$ cat src/prle_pkg.sv
// ----------------------------------------------------------------------------
// Pixel run-length encoder package
// Field widths, record codes, register indexes and shared structs.
// ----------------------------------------------------------------------------
package prle_pkg;

  // Payload widths
  localparam int ByteW    = 8;
  localparam int CfgW     = 11;
  localparam int CfgIdxW  = 8;
  localparam int RowIdxW  = 10;
  localparam int RunLenW  = 11;
  localparam int PixelW   = 24;
  localparam int KindW    = 2;

  // At most three records leave for one input byte
  localparam int MaxBurst = 3;

  // Record queue
  localparam int FifoDepth = 8;
  localparam int FifoPtrW  = 3;
  localparam int FifoLvlW  = 4;
  localparam int BurstCntW = 2;

  // Register reset values
  localparam logic [CfgW-1:0] RowWidthRst = 11'd480;
  localparam logic [CfgW-1:0] RowCountRst = 11'd320;

  // Register indexes
  localparam logic [CfgIdxW-1:0] RegRowWidth = 8'd0;
  localparam logic [CfgIdxW-1:0] RegRowCount = 8'd1;

  // Byte phases within a pixel; any other code is treated as blue
  localparam logic [1:0] PhaseRed   = 2'd0;
  localparam logic [1:0] PhaseGreen = 2'd1;
  localparam logic [1:0] PhaseBlue  = 2'd2;

  typedef enum logic [KindW-1:0] {
    RecRowStart = 2'd0,
    RecRun      = 2'd1,
    RecFrameEnd = 2'd2
  } rec_kind_e;

  typedef struct packed {
    rec_kind_e            record_kind;
    logic [RowIdxW-1:0]   row_index;
    logic [RunLenW-1:0]   run_length;
    logic [PixelW-1:0]    pixel_value;
    logic                 last_of_burst;
  } rec_t;

  // Records produced by one accepted byte, in order, count of them
  typedef struct packed {
    logic [BurstCntW-1:0]      count;
    rec_t [MaxBurst-1:0]       recs;
  } push_t;

  typedef struct packed {
    logic [FifoLvlW-1:0] level;
  } fifo_stat_t;

endpackage

$ cat src/prle_if.sv
// ----------------------------------------------------------------------------
// Pixel run-length encoder channel interfaces
// Byte input, record output and register write channels.
// ----------------------------------------------------------------------------
interface prle_byte_if;
  logic                          valid;
  logic                          ready;
  logic [prle_pkg::ByteW-1:0]    read_byte;

  modport source(output valid, read_byte, input ready);
  modport sink(input valid, read_byte, output ready);
endinterface

interface prle_rec_if;
  logic                          valid;
  logic                          ready;
  logic [prle_pkg::KindW-1:0]    record_kind;
  logic [prle_pkg::RowIdxW-1:0]  row_index;
  logic [prle_pkg::RunLenW-1:0]  run_length;
  logic [prle_pkg::PixelW-1:0]   pixel_value;
  logic                          last_of_burst;

  modport source(output valid, record_kind, row_index, run_length, pixel_value,
                 last_of_burst, input ready);
  modport sink(input valid, record_kind, row_index, run_length, pixel_value,
               last_of_burst, output ready);
endinterface

interface prle_cfg_if;
  logic                          valid;
  logic                          ready;
  logic [prle_pkg::CfgIdxW-1:0]  index;
  logic [prle_pkg::CfgW-1:0]     data;

  modport source(output valid, index, data, input ready);
  modport sink(input valid, index, data, output ready);
endinterface

$ cat src/pixel_run_length_encoder.sv
// ----------------------------------------------------------------------------
// Pixel run-length encoder top level
// Turns a display read-back byte stream into row, run and frame records.
// ----------------------------------------------------------------------------
// Accepts one byte per cycle. The first byte of a frame is dropped and opens
// row 0; following bytes form R,G,B pixels that are merged into runs within a
// row. A byte produces zero to three records (three at most on the blue byte
// that ends a row), which go into an eight-entry record queue; the byte input
// stays ready while at least three slots are free, so with the record output
// always ready the encoder sustains one byte per cycle, and records leave one
// per cycle. Register 0 is row_width and register 1 is row_count; both are
// clamped to 1..MAX_ROW_WIDTH and 1..MAX_ROW_COUNT.
module pixel_run_length_encoder #(
  parameter int MAX_ROW_WIDTH = 1024,
  parameter int MAX_ROW_COUNT = 1024
) (
  input  logic        clk_i,
  input  logic        rst_ni,
  prle_byte_if.sink   byte_i,
  prle_rec_if.source  rec_o,
  prle_cfg_if.sink    cfg_i
);
  import prle_pkg::*;

  localparam int EffW = $clog2(MAX_ROW_WIDTH + 1);
  localparam int EffC = $clog2(MAX_ROW_COUNT + 1);

  logic [EffW-1:0] eff_width;
  logic [EffC-1:0] eff_count;
  logic            in_fire;
  push_t           push;
  fifo_stat_t      fifo_stat;

  // Take a byte only when a full burst still fits in the queue
  assign byte_i.ready = fifo_stat.level <= FifoLvlW'(FifoDepth - MaxBurst);
  assign in_fire      = byte_i.valid && byte_i.ready;

  prle_cfg_regs #(
    .MAX_ROW_WIDTH(MAX_ROW_WIDTH),
    .MAX_ROW_COUNT(MAX_ROW_COUNT)
  ) u_cfg (
    .clk_i,
    .rst_ni,
    .cfg_i,
    .eff_width_o(eff_width),
    .eff_count_o(eff_count)
  );

  prle_encoder #(
    .MAX_ROW_WIDTH(MAX_ROW_WIDTH),
    .MAX_ROW_COUNT(MAX_ROW_COUNT)
  ) u_enc (
    .clk_i,
    .rst_ni,
    .fire_i(in_fire),
    .read_byte_i(byte_i.read_byte),
    .eff_width_i(eff_width),
    .eff_count_i(eff_count),
    .push_o(push)
  );

  prle_rec_fifo u_fifo (
    .clk_i,
    .rst_ni,
    .push_i(push),
    .rec_o,
    .stat_o(fifo_stat)
  );

  // Queue never overfills
  assert property (@(posedge clk_i) disable iff (!rst_ni)
    fifo_stat.level <= FifoLvlW'(FifoDepth))
    else $error("record queue overflow");

  // An empty queue with no byte taken shows no record next cycle
  assert property (@(posedge clk_i) disable iff (!rst_ni)
    (fifo_stat.level == '0 && !in_fire) |=> !rec_o.valid)
    else $error("record appeared without an input byte");

  // No records are pushed without an accepted byte
  assert property (@(posedge clk_i) disable iff (!rst_ni)
    !in_fire |-> push.count == '0)
    else $error("records pushed without an accepted byte");

endmodule

$ cat src/prle_cfg_regs.sv
// ----------------------------------------------------------------------------
// Pixel run-length encoder configuration registers
// Holds row width and row count and clamps them to their usable range.
// ----------------------------------------------------------------------------
module prle_cfg_regs #(
  parameter int MAX_ROW_WIDTH = 1024,
  parameter int MAX_ROW_COUNT = 1024,
  localparam int EffW = $clog2(MAX_ROW_WIDTH + 1),
  localparam int EffC = $clog2(MAX_ROW_COUNT + 1)
) (
  input  logic            clk_i,
  input  logic            rst_ni,
  prle_cfg_if.sink        cfg_i,
  output logic [EffW-1:0] eff_width_o,
  output logic [EffC-1:0] eff_count_o
);
  import prle_pkg::*;

  logic [CfgW-1:0] row_width_q;
  logic [CfgW-1:0] row_count_q;

  // Always take register writes
  assign cfg_i.ready = 1'b1;

  // Write a register; drop writes to unknown indexes
  always_ff @(posedge clk_i or negedge rst_ni) begin
    if (!rst_ni) begin
      row_width_q <= RowWidthRst;
      row_count_q <= RowCountRst;
    end else if (cfg_i.valid) begin
      if (cfg_i.index == RegRowWidth) begin
        row_width_q <= cfg_i.data;
      end else if (cfg_i.index == RegRowCount) begin
        row_count_q <= cfg_i.data;
      end
    end
  end

  // Clamp width to 1..MAX_ROW_WIDTH
  always_comb begin
    if (row_width_q == '0) begin
      eff_width_o = EffW'(1);
    end else if (32'(row_width_q) > 32'(MAX_ROW_WIDTH)) begin
      eff_width_o = EffW'(MAX_ROW_WIDTH);
    end else begin
      eff_width_o = EffW'(row_width_q);
    end
  end

  // Clamp count to 1..MAX_ROW_COUNT
  always_comb begin
    if (row_count_q == '0) begin
      eff_count_o = EffC'(1);
    end else if (32'(row_count_q) > 32'(MAX_ROW_COUNT)) begin
      eff_count_o = EffC'(MAX_ROW_COUNT);
    end else begin
      eff_count_o = EffC'(row_count_q);
    end
  end

endmodule

$ cat src/prle_encoder.sv
// ----------------------------------------------------------------------------
// Pixel run-length encoder core
// Assembles pixels from bytes, tracks runs and row position, forms records.
// ----------------------------------------------------------------------------
module prle_encoder #(
  parameter int MAX_ROW_WIDTH = 1024,
  parameter int MAX_ROW_COUNT = 1024,
  localparam int EffW = $clog2(MAX_ROW_WIDTH + 1),
  localparam int EffC = $clog2(MAX_ROW_COUNT + 1),
  localparam int ColW = (MAX_ROW_WIDTH > 1) ? $clog2(MAX_ROW_WIDTH) : 1,
  localparam int RowW = (MAX_ROW_COUNT > 1) ? $clog2(MAX_ROW_COUNT) : 1
) (
  input  logic                          clk_i,
  input  logic                          rst_ni,
  input  logic                          fire_i,
  input  logic [prle_pkg::ByteW-1:0]    read_byte_i,
  input  logic [EffW-1:0]               eff_width_i,
  input  logic [EffC-1:0]               eff_count_i,
  output prle_pkg::push_t               push_o
);
  import prle_pkg::*;

  logic              junk_pending_q, junk_pending_d;
  logic [1:0]        byte_phase_q, byte_phase_d;
  logic [ByteW-1:0]  red_hold_q, red_hold_d;
  logic [ByteW-1:0]  green_hold_q, green_hold_d;
  logic [ColW-1:0]   column_pos_q, column_pos_d;
  logic [RowW-1:0]   row_pos_q, row_pos_d;
  logic [EffW-1:0]   run_count_q, run_count_d;
  logic [PixelW-1:0] run_colour_q, run_colour_d;

  logic [PixelW-1:0]    pixel;
  logic [EffW-1:0]      col_next;
  logic [EffC-1:0]      row_next;
  logic                 row_end;
  logic                 frame_end;
  logic [BurstCntW-1:0] n;
  rec_t [MaxBurst-1:0]  recs;

  function automatic rec_t mk_rec(rec_kind_e kind, logic [RowIdxW-1:0] row,
                                  logic [RunLenW-1:0] len, logic [PixelW-1:0] pix);
    rec_t r;
    r.record_kind   = kind;
    r.row_index     = row;
    r.run_length    = len;
    r.pixel_value   = pix;
    r.last_of_burst = 1'b0;
    return r;
  endfunction

  assign pixel     = {red_hold_q, green_hold_q, read_byte_i};
  assign col_next  = EffW'(column_pos_q) + EffW'(1);
  assign row_next  = EffC'(row_pos_q) + EffC'(1);
  assign row_end   = col_next >= eff_width_i;
  assign frame_end = row_next >= eff_count_i;

  // Next state and records for the byte on the input
  always_comb begin
    junk_pending_d = junk_pending_q;
    byte_phase_d   = byte_phase_q;
    red_hold_d     = red_hold_q;
    green_hold_d   = green_hold_q;
    column_pos_d   = column_pos_q;
    row_pos_d      = row_pos_q;
    run_count_d    = run_count_q;
    run_colour_d   = run_colour_q;
    n              = '0;
    recs           = '0;

    if (junk_pending_q) begin
      // Drop the junk byte and open row 0
      junk_pending_d = 1'b0;
      byte_phase_d   = PhaseRed;
      column_pos_d   = '0;
      row_pos_d      = '0;
      run_count_d    = '0;
      recs[0] = mk_rec(RecRowStart, '0, RunLenW'(eff_width_i), '0);
      n = BurstCntW'(1);
    end else if (byte_phase_q == PhaseRed) begin
      red_hold_d   = read_byte_i;
      byte_phase_d = PhaseGreen;
    end else if (byte_phase_q == PhaseGreen) begin
      green_hold_d = read_byte_i;
      byte_phase_d = PhaseBlue;
    end else begin
      byte_phase_d = PhaseRed;
      // Extend the open run or close it on a colour change
      if (run_count_q == '0) begin
        run_count_d  = EffW'(1);
        run_colour_d = pixel;
      end else if (pixel == run_colour_q) begin
        run_count_d = run_count_q + EffW'(1);
      end else begin
        recs[n] = mk_rec(RecRun, RowIdxW'(row_pos_q), RunLenW'(run_count_q),
                         run_colour_q);
        n = n + BurstCntW'(1);
        run_count_d  = EffW'(1);
        run_colour_d = pixel;
      end
      // Close the row: final run, then next row start or frame end
      if (row_end) begin
        recs[n] = mk_rec(RecRun, RowIdxW'(row_pos_q), RunLenW'(run_count_d),
                         run_colour_d);
        n = n + BurstCntW'(1);
        run_count_d  = '0;
        column_pos_d = '0;
        if (frame_end) begin
          recs[n] = mk_rec(RecFrameEnd, RowIdxW'(eff_count_i - EffC'(1)), '0, '0);
          n = n + BurstCntW'(1);
          row_pos_d      = '0;
          junk_pending_d = 1'b1;
        end else begin
          row_pos_d = RowW'(row_next);
          recs[n] = mk_rec(RecRowStart, RowIdxW'(row_next), RunLenW'(eff_width_i),
                           '0);
          n = n + BurstCntW'(1);
        end
      end else begin
        column_pos_d = ColW'(col_next);
      end
    end

    // Mark the last record of the burst
    if (n != '0) begin
      recs[n - BurstCntW'(1)].last_of_burst = 1'b1;
    end
  end

  // Hand records to the queue only for an accepted byte
  always_comb begin
    push_o.recs  = recs;
    push_o.count = fire_i ? n : '0;
  end

  // Control state
  always_ff @(posedge clk_i or negedge rst_ni) begin
    if (!rst_ni) begin
      junk_pending_q <= 1'b1;
      byte_phase_q   <= PhaseRed;
      red_hold_q     <= '0;
      green_hold_q   <= '0;
      column_pos_q   <= '0;
      row_pos_q      <= '0;
      run_count_q    <= '0;
      run_colour_q   <= '0;
    end else if (fire_i) begin
      junk_pending_q <= junk_pending_d;
      byte_phase_q   <= byte_phase_d;
      red_hold_q     <= red_hold_d;
      green_hold_q   <= green_hold_d;
      column_pos_q   <= column_pos_d;
      row_pos_q      <= row_pos_d;
      run_count_q    <= run_count_d;
      run_colour_q   <= run_colour_d;
    end
  end

endmodule

$ cat src/prle_rec_fifo.sv
// ----------------------------------------------------------------------------
// Pixel run-length encoder record queue
// Takes up to three records per cycle and presents one per transaction.
// ----------------------------------------------------------------------------
module prle_rec_fifo (
  input  logic                  clk_i,
  input  logic                  rst_ni,
  input  prle_pkg::push_t       push_i,
  prle_rec_if.source            rec_o,
  output prle_pkg::fifo_stat_t  stat_o
);
  import prle_pkg::*;

  rec_t                mem_q [FifoDepth];
  logic [FifoPtrW-1:0] wr_ptr_q, wr_ptr_d;
  logic [FifoPtrW-1:0] rd_ptr_q, rd_ptr_d;
  logic [FifoLvlW-1:0] level_q, level_d;
  logic                pop;
  rec_t                head;

  assign head = mem_q[rd_ptr_q];
  assign pop  = rec_o.valid && rec_o.ready;

  // Present the oldest record
  assign rec_o.valid         = level_q != '0;
  assign rec_o.record_kind   = head.record_kind;
  assign rec_o.row_index     = head.row_index;
  assign rec_o.run_length    = head.run_length;
  assign rec_o.pixel_value   = head.pixel_value;
  assign rec_o.last_of_burst = head.last_of_burst;
  assign stat_o.level        = level_q;

  // Advance pointers and fill level
  always_comb begin
    wr_ptr_d = wr_ptr_q + FifoPtrW'(push_i.count);
    rd_ptr_d = rd_ptr_q + FifoPtrW'(pop);
    level_d  = level_q + FifoLvlW'(push_i.count) - FifoLvlW'(pop);
  end

  always_ff @(posedge clk_i or negedge rst_ni) begin
    if (!rst_ni) begin
      wr_ptr_q <= '0;
      rd_ptr_q <= '0;
      level_q  <= '0;
    end else begin
      wr_ptr_q <= wr_ptr_d;
      rd_ptr_q <= rd_ptr_d;
      level_q  <= level_d;
    end
  end

  // Store the burst at consecutive slots
  always_ff @(posedge clk_i) begin
    for (int i = 0; i < MaxBurst; i++) begin
      if (BurstCntW'(i) < push_i.count) begin
        mem_q[wr_ptr_q + FifoPtrW'(i)] <= push_i.recs[i];
      end
    end
  end

endmodule
$ cat src/flat_wrapper.sv
// flat-port wrapper written by rule: the top's interface ports become plain ports
module pixel_run_length_encoder_flat import prle_pkg::*;
#(
  parameter int MAX_ROW_WIDTH = 1024,
  parameter int MAX_ROW_COUNT = 1024
)
  (clk_i, rst_ni, byte_i_valid, byte_i_read_byte, byte_i_ready, rec_o_valid, rec_o_record_kind, rec_o_row_index, rec_o_run_length, rec_o_pixel_value, rec_o_last_of_burst, rec_o_ready, cfg_i_valid, cfg_i_index, cfg_i_data, cfg_i_ready);
  prle_byte_if byte_i_i ();
  prle_rec_if rec_o_i ();
  prle_cfg_if cfg_i_i ();
  input  logic clk_i;
  input  logic rst_ni;
  input wire logic [$bits(byte_i_i.valid)-1:0] byte_i_valid;
  input wire logic [$bits(byte_i_i.read_byte)-1:0] byte_i_read_byte;
  output wire logic [$bits(byte_i_i.ready)-1:0] byte_i_ready;
  output wire logic [$bits(rec_o_i.valid)-1:0] rec_o_valid;
  output wire logic [$bits(rec_o_i.record_kind)-1:0] rec_o_record_kind;
  output wire logic [$bits(rec_o_i.row_index)-1:0] rec_o_row_index;
  output wire logic [$bits(rec_o_i.run_length)-1:0] rec_o_run_length;
  output wire logic [$bits(rec_o_i.pixel_value)-1:0] rec_o_pixel_value;
  output wire logic [$bits(rec_o_i.last_of_burst)-1:0] rec_o_last_of_burst;
  input wire logic [$bits(rec_o_i.ready)-1:0] rec_o_ready;
  input wire logic [$bits(cfg_i_i.valid)-1:0] cfg_i_valid;
  input wire logic [$bits(cfg_i_i.index)-1:0] cfg_i_index;
  input wire logic [$bits(cfg_i_i.data)-1:0] cfg_i_data;
  output wire logic [$bits(cfg_i_i.ready)-1:0] cfg_i_ready;
  assign byte_i_i.valid = byte_i_valid;
  assign byte_i_i.read_byte = byte_i_read_byte;
  assign byte_i_ready = byte_i_i.ready;
  assign rec_o_valid = rec_o_i.valid;
  assign rec_o_record_kind = rec_o_i.record_kind;
  assign rec_o_row_index = rec_o_i.row_index;
  assign rec_o_run_length = rec_o_i.run_length;
  assign rec_o_pixel_value = rec_o_i.pixel_value;
  assign rec_o_last_of_burst = rec_o_i.last_of_burst;
  assign rec_o_i.ready = rec_o_ready;
  assign cfg_i_i.valid = cfg_i_valid;
  assign cfg_i_i.index = cfg_i_index;
  assign cfg_i_i.data = cfg_i_data;
  assign cfg_i_ready = cfg_i_i.ready;
  pixel_run_length_encoder #(.MAX_ROW_WIDTH(MAX_ROW_WIDTH), .MAX_ROW_COUNT(MAX_ROW_COUNT)) u_core (.clk_i(clk_i), .rst_ni(rst_ni), .byte_i(byte_i_i), .rec_o(rec_o_i), .cfg_i(cfg_i_i));
endmodule
$ cat config.mk
export PLATFORM = sky130hd
export DESIGN_NAME = pixel_run_length_encoder_flat
export DESIGN_NICKNAME = d
export VERILOG_FILES = /design/src/prle_pkg.sv /design/src/prle_if.sv /design/src/pixel_run_length_encoder.sv /design/src/prle_cfg_regs.sv /design/src/prle_encoder.sv /design/src/prle_rec_fifo.sv /design/src/flat_wrapper.sv
export SDC_FILE = /design/constraint.sdc
export NUM_CORES = 1
export LEC_CHECK = 0
export BUFFER_PORTS_ARGS = -buffer_cell sky130_fd_sc_hd__buf_2
export CAP_MARGIN = 10
export CORE_MARGIN = 5
export CORE_UTILIZATION = 30
export DETAILED_ROUTE_END_ITERATION = 8
export SYNTH_ARGS = -nofsm -noshare
export SYNTH_HDL_FRONTEND = slang
export SYNTH_SLANG_ARGS = --single-unit
$ cat constraint.sdc
create_clock -name clk_i -period 10.6 [get_ports clk_i]
set_input_delay 1.59 -clock clk_i [delete_from_list [all_inputs] [get_ports clk_i]]
set_output_delay 1.59 -clock clk_i [all_outputs]
set_load 0.005 [all_outputs]
Word level (Yosys, flattened, before mapping)
Memory sizes are Yosys's and may differ from the RTL's.
Cells that the tools add are included.

storage, ports and cells
  bits in registers = 106
  bits in writable memories = 384
  word-level logic and storage cells = 143
  memories kept = 1

cells by class
  $add $sub $neg = 13
  magnitude comparators = 14
  equality and inequality tests = 5
  mux-type cells = 73
  bitwise operators = 4
  reductions and logical operators = 20

memory list
  name                 words  width  rd ports  clocked after Yosys merged registers in  write ports  RTL line             RTL
  u_core.u_fifo.mem_q  8      48     1         0                                        3            prle_rec_fifo.sv:14  rec_t mem_q [FifoDepth];

operator list
  operator                                                            number
  two-way mux 144 bit                                                 5
  bitwise mux 144 bit                                                 4
  demux 48 bit (select 2 bit)                                         3
  two-way mux 48 bit                                                  6
  two-way mux 11 bit                                                  13
  two-way mux 24 bit                                                  5
  two-way mux 96 bit                                                  1
  two-way mux 47 bit                                                  2
  two-way mux 10 bit                                                  9
  zero test 11 bit                                                    3
  equality test 24 bit                                                1
  adder 10 x 1 -> 11 bit (second input constant)                      2
  greater-or-equal comparator 11 bit                                  2
  greater-than comparator 11 bit (second input constant)              2
  two-way mux 2 bit                                                   11
  two-way mux 1 bit                                                   14
  AND reduction 4 bit                                                 3
  adder 11 x 1 -> 11 bit (second input constant)                      1
  subtractor 10 x 1 -> 10 bit (second input constant)                 1
  less-than comparator 2 x 3 -> 1 bit (second input constant)         3
  AND reduction 3 bit                                                 3
  equality test 8 x 1 -> 1 bit (second input constant)                1
  zero test 8 bit                                                     1
  greater-or-equal comparator 2 x 1 -> 1 bit (second input constant)  3
  19 further kinds                                                    30

Logic depth before layout (Yosys ltp)
  depth after elaboration = 19
  gate-level depth with buffers = 19
  depth with buffers taken out = 17

Hierarchy
Synthesis repeated with hierarchy kept, for this count alone.

second synthesis, totals
  cells, all modules = 3467
  area total of the unflattened synthesis = 33388.3 µm²

by module, submodules not included
  module                    times used  cells an instance  area each (µm²)
  prle_rec_fifo             1           2723               26265.2
  prle_encoder              1           658                5936.9
  prle_cfg_regs             1           84                 1171.1
  pixel_run_length_encoder  1           2                  15.0

Worst setup path after synthesis
No wires, ideal clock.

  path type = in2reg
  from = in byte_i_valid
  to = mem u_core.u_fifo.mem_q[4][0] (netlist name), enable pin
  library setup time = 0.620 ns
  arrival = 8.351 ns
  required time = 9.980 ns
  setup slack = 1.629 ns
  stages on the path = 8
  cell sequence = inv_1 -> a221o_1 -> buf_6 -> or2_1 -> buf_2 -> a21oi_1 -> nor2_1 -> o311ai_0

RTL lines
  item         RTL line             RTL
  from (decl)  flat_wrapper.sv:13   input wire logic [$bits(byte_i_i.valid)-1:0] byte_i_valid;
  to (decl)    prle_rec_fifo.sv:14

==> flow_summary.yaml <==
status:
  status: "completed"
sta:
  hold-worst-slack_ns: 0.456
  final-setup-viol-count: 0
  slew_violations: 0
  hold_violations: 0
  tns_ns: 0
  fin_skew_ns: 0.0280
  max_freq_mhz: 165
  timing.final.crit_share_pct: 57.2
  fin_crit_ns: 6.07
  maxSlewHeadroom_pct: 11.9
  rsz0062_at_grt: "no"
  worst_slew_pin_slew_ns: 1.32
power_and_ir_drop:
  power_density_mw_per_mm2: 236
  peakVddDrop_uv: 137
  p_leak_nw: 10.5
job:
  maxCapViolations: 0
synth:
  syn_area_mm2: 0.0264
  yosysWarnings: 0
  synthesis.area_per_instance_um2: 12.1
  ys_types: 80
  ys_seq_area_share_pct: 53.8
  synthArstFlopShare_pct: 21.6
  synthFlopType: "edfxtp_1"
  syn_nets: 2257
  synth-edff-count: 384
  syn-instance-count: 2184
  ys_seq_elements: 490
clocking:
  htreeDepth: 2
  cts.repair.resized: 0
  clkLatencyLatePin_ns: 0.62
  cts_sinks: 490
  hold_buffers: 0
  post_cts_buffers: 0
  cts_root_buffer: "clkbuf_16"
  clk_pin_slew_ns: 0.06
  clock_path_buffers: 3
  cts_buffers: 52
  cts_tree: "built"
routing:
  drt_iter0_markers: 2745
  drtPass1Iterations: 7
  vias_per_cell: 6.04
  drc: 0
  avgRoutedWirePerCell_um: 26.9
  drt-total-wl_um: 91100
  via_count: 20400
  ant_nets: 0
critical_path:
  criticalPathCategory: "register to register"
  cp_max_fo: 50
  crit_path_end_kind: "register"
  cp_num_buf_inv: 4
  worstPathRequired_ns: 10.83
  cp-start-kind: "register"
  critical_path_arrival_ns: 6.30
  slowest_stage: "nand2_1"
  r2r_slack_ns: 4.53
  cp_top_family: "simple AND/OR/NAND/NOR gates"
  crit_top_cell: "buf_4"
  max_stage_delay_ns: 0.68
  path_cells: "nor2b_1 > inv_1 > ha_1 > nand2_1 > o21ai_0 > a41oi_1 > o21ai_4 > buf_4 > nand3_1 > buf_4 > nand2_1 > o21bai_4 > buf_4"
cells_and_area:
  fin_nets: 2254
  final_cell_mix: "edfxtp_1, o21ai_0, a21oi_1"
  regArea_mm2: 0.0142
  drive_gt1_share_pct: 22.3
  layout_commonest_cell: "edfxtp_1"
  fill_cells: 8535
  fin_area_mm2: 0.0299
  area_delta_synth_final_pct: 13.4
  multi_input_area_mm2: 0.0114
place:
  portBuffers: 81
  dp_hpwl_um: 59900
  placed_cell_area_mm2: 0.0280
  routabilityCongestion: 0.938
floorplanning:
  dieArea_mm2: 0.0939
  initial_utilization_pct: 30.3
  core_area_mm2: 0.0870
  die_w_um: 306
  ios: 83
  die_y_um: 306
  num_rows: 108
global_route:
  grt_pass1_wl_um: 134000
  antenna_found_initial: 8
  grt_max_degree: 72
  grtUsageTotal_pct: 18.7
  grt_overflow: 0
  grt_pass1_vias: 20200
min_path:
  worstHoldPathType: "register to register"
-- worst reg2reg max path, stage by stage, from the launching register on --
cell      delay, ns
dfrtp_1        0.48
nor2b_1        0.67
inv_1          0.18
ha_1           0.33
nand2_1        0.05
o21ai_0        0.23
a41oi_1        0.26
o21ai_4        0.19
buf_4          0.47
nand3_1        0.63
buf_4          0.42
nand2_1        0.69
o21bai_4       0.44
buf_4          0.59
-- report_power, final --
part | switching, mW | total [mW] | internal, mW
combinational | 1.41 | 2.44 | 1.03
clock | 0.807 | 2.02 | 1.21
sequential | 0.265 | 2.61 | 2.34
-- sequential cells by signal (all words and copies together), names as in the netlist --
signal                       count
u_core.u_enc.column_pos_q       10
u_core.u_fifo.stat_o             4
u_core.u_fifo.mem_q            384
u_core.u_enc.byte_phase_q        2
u_core.u_enc.row_pos_q          10
u_core.u_enc.run_colour_q       24
u_core.u_cfg.row_width_q        11
u_core.u_fifo.wr_ptr_q           3
u_core.u_fifo.rd_ptr_q           3
u_core.u_enc.run_count_q        11
u_core.u_enc.green_hold_q        8
u_core.u_enc.junk_pending_q      1
u_core.u_enc.red_hold_q          8
u_core.u_cfg.row_count_q        11
-- cells by family (layout without fill, tap and decap cells) --
group	count (synthesis)	count (layout)	share of synthesized area, %
AND/OR/NAND/NOR	426	426	8.01
AO/OA/AOI/OAI	726	726	17.7
XOR/XNOR	53	53	1.76
flip-flops	490	490	53.8
multiplexers	212	212	13.1
adder cells (fa/ha/maj)	41	41	2.00
other	1	4	0.0142
buffers and inverters	235	275	3.57
-- area by class of cell --
cell class              instances  area share [%]
multi-input cells            1459            38.0
diodes                          3          0.0251
inverters                      44           0.553
flip-flops and latches        490            47.5
well taps                    1155            4.84
clock buffers                  66            4.81
clock inverters                31            1.53
repair buffers                134            2.70
-- routing by layer --
metal	up-vias	GRT usage [%]	wire (µm)
li1	8636	-	-
met1	10300	24.6	35800
met2	1236	30.0	42600
met3	224	4.58	9210
met4	4	6.98	3530
met5	-	0	27
-- final timing paths --
check | from | to | depth (start not counted)
worst max-delay path | u_core.u_cfg.row_width_q[10] | u_core.u_fifo.mem_q[5][39] | 13
worst min-delay path | u_core.u_fifo.rd_ptr_q[2] | u_core.u_fifo.rd_ptr_q[2] | 1
worst max register to register | u_core.u_cfg.row_width_q[10] | u_core.u_fifo.mem_q[5][39] | 13
worst min register to register | u_core.u_fifo.rd_ptr_q[2] | u_core.u_fifo.rd_ptr_q[2] | 1
max in group asynchronous | rst_ni | u_core.u_fifo.rd_ptr_q[0] | 2
min in group asynchronous | rst_ni | u_core.u_cfg.row_count_q[3] | 1
-- stage by stage --
stage	setup WS, ns	total power, mW	util, %	std cells
2_1_floorplan	1.63	4.19	-	2184
4_1_cts	4.69	7.09	34.3	3377
3_3_place_gp	4.88	5.04	32.1	3280
5_1_grt	4.34	7.36	34.3	3381
6_report	4.53	7.07	34.3	3382
3_5_place_dp	4.71	5.08	32.1	3280
-- cells in the mapped netlist, types with 25 or more instances --
| master | n | area [µm²] |
|---|---|---|
| o21ai_0 | 207 | 1040 |
| dfrtp_1 | 99 | 2480 |
| nor2_1 | 61 | 229 |
| nor4_1 | 27 | 169 |
| o22ai_1 | 98 | 613 |
| edfxtp_1 | 384 | 11500 |
| a22o_1 | 50 | 438 |
| and3_1 | 36 | 225 |
| nand2_1 | 131 | 492 |
| mux2_2 | 109 | 1230 |
| inv_1 | 43 | 161 |
| a21oi_1 | 163 | 816 |
| ha_1 | 39 | 488 |
| xnor2_1 | 25 | 219 |
| nand3_1 | 81 | 405 |
| xor2_1 | 28 | 245 |
| o221ai_1 | 41 | 359 |
| buf_2 | 28 | 140 |
| mux4_2 | 96 | 2160 |
| clkbuf_1 | 143 | 537 |
No activity file was read; power rests on OpenSTA's default activity.
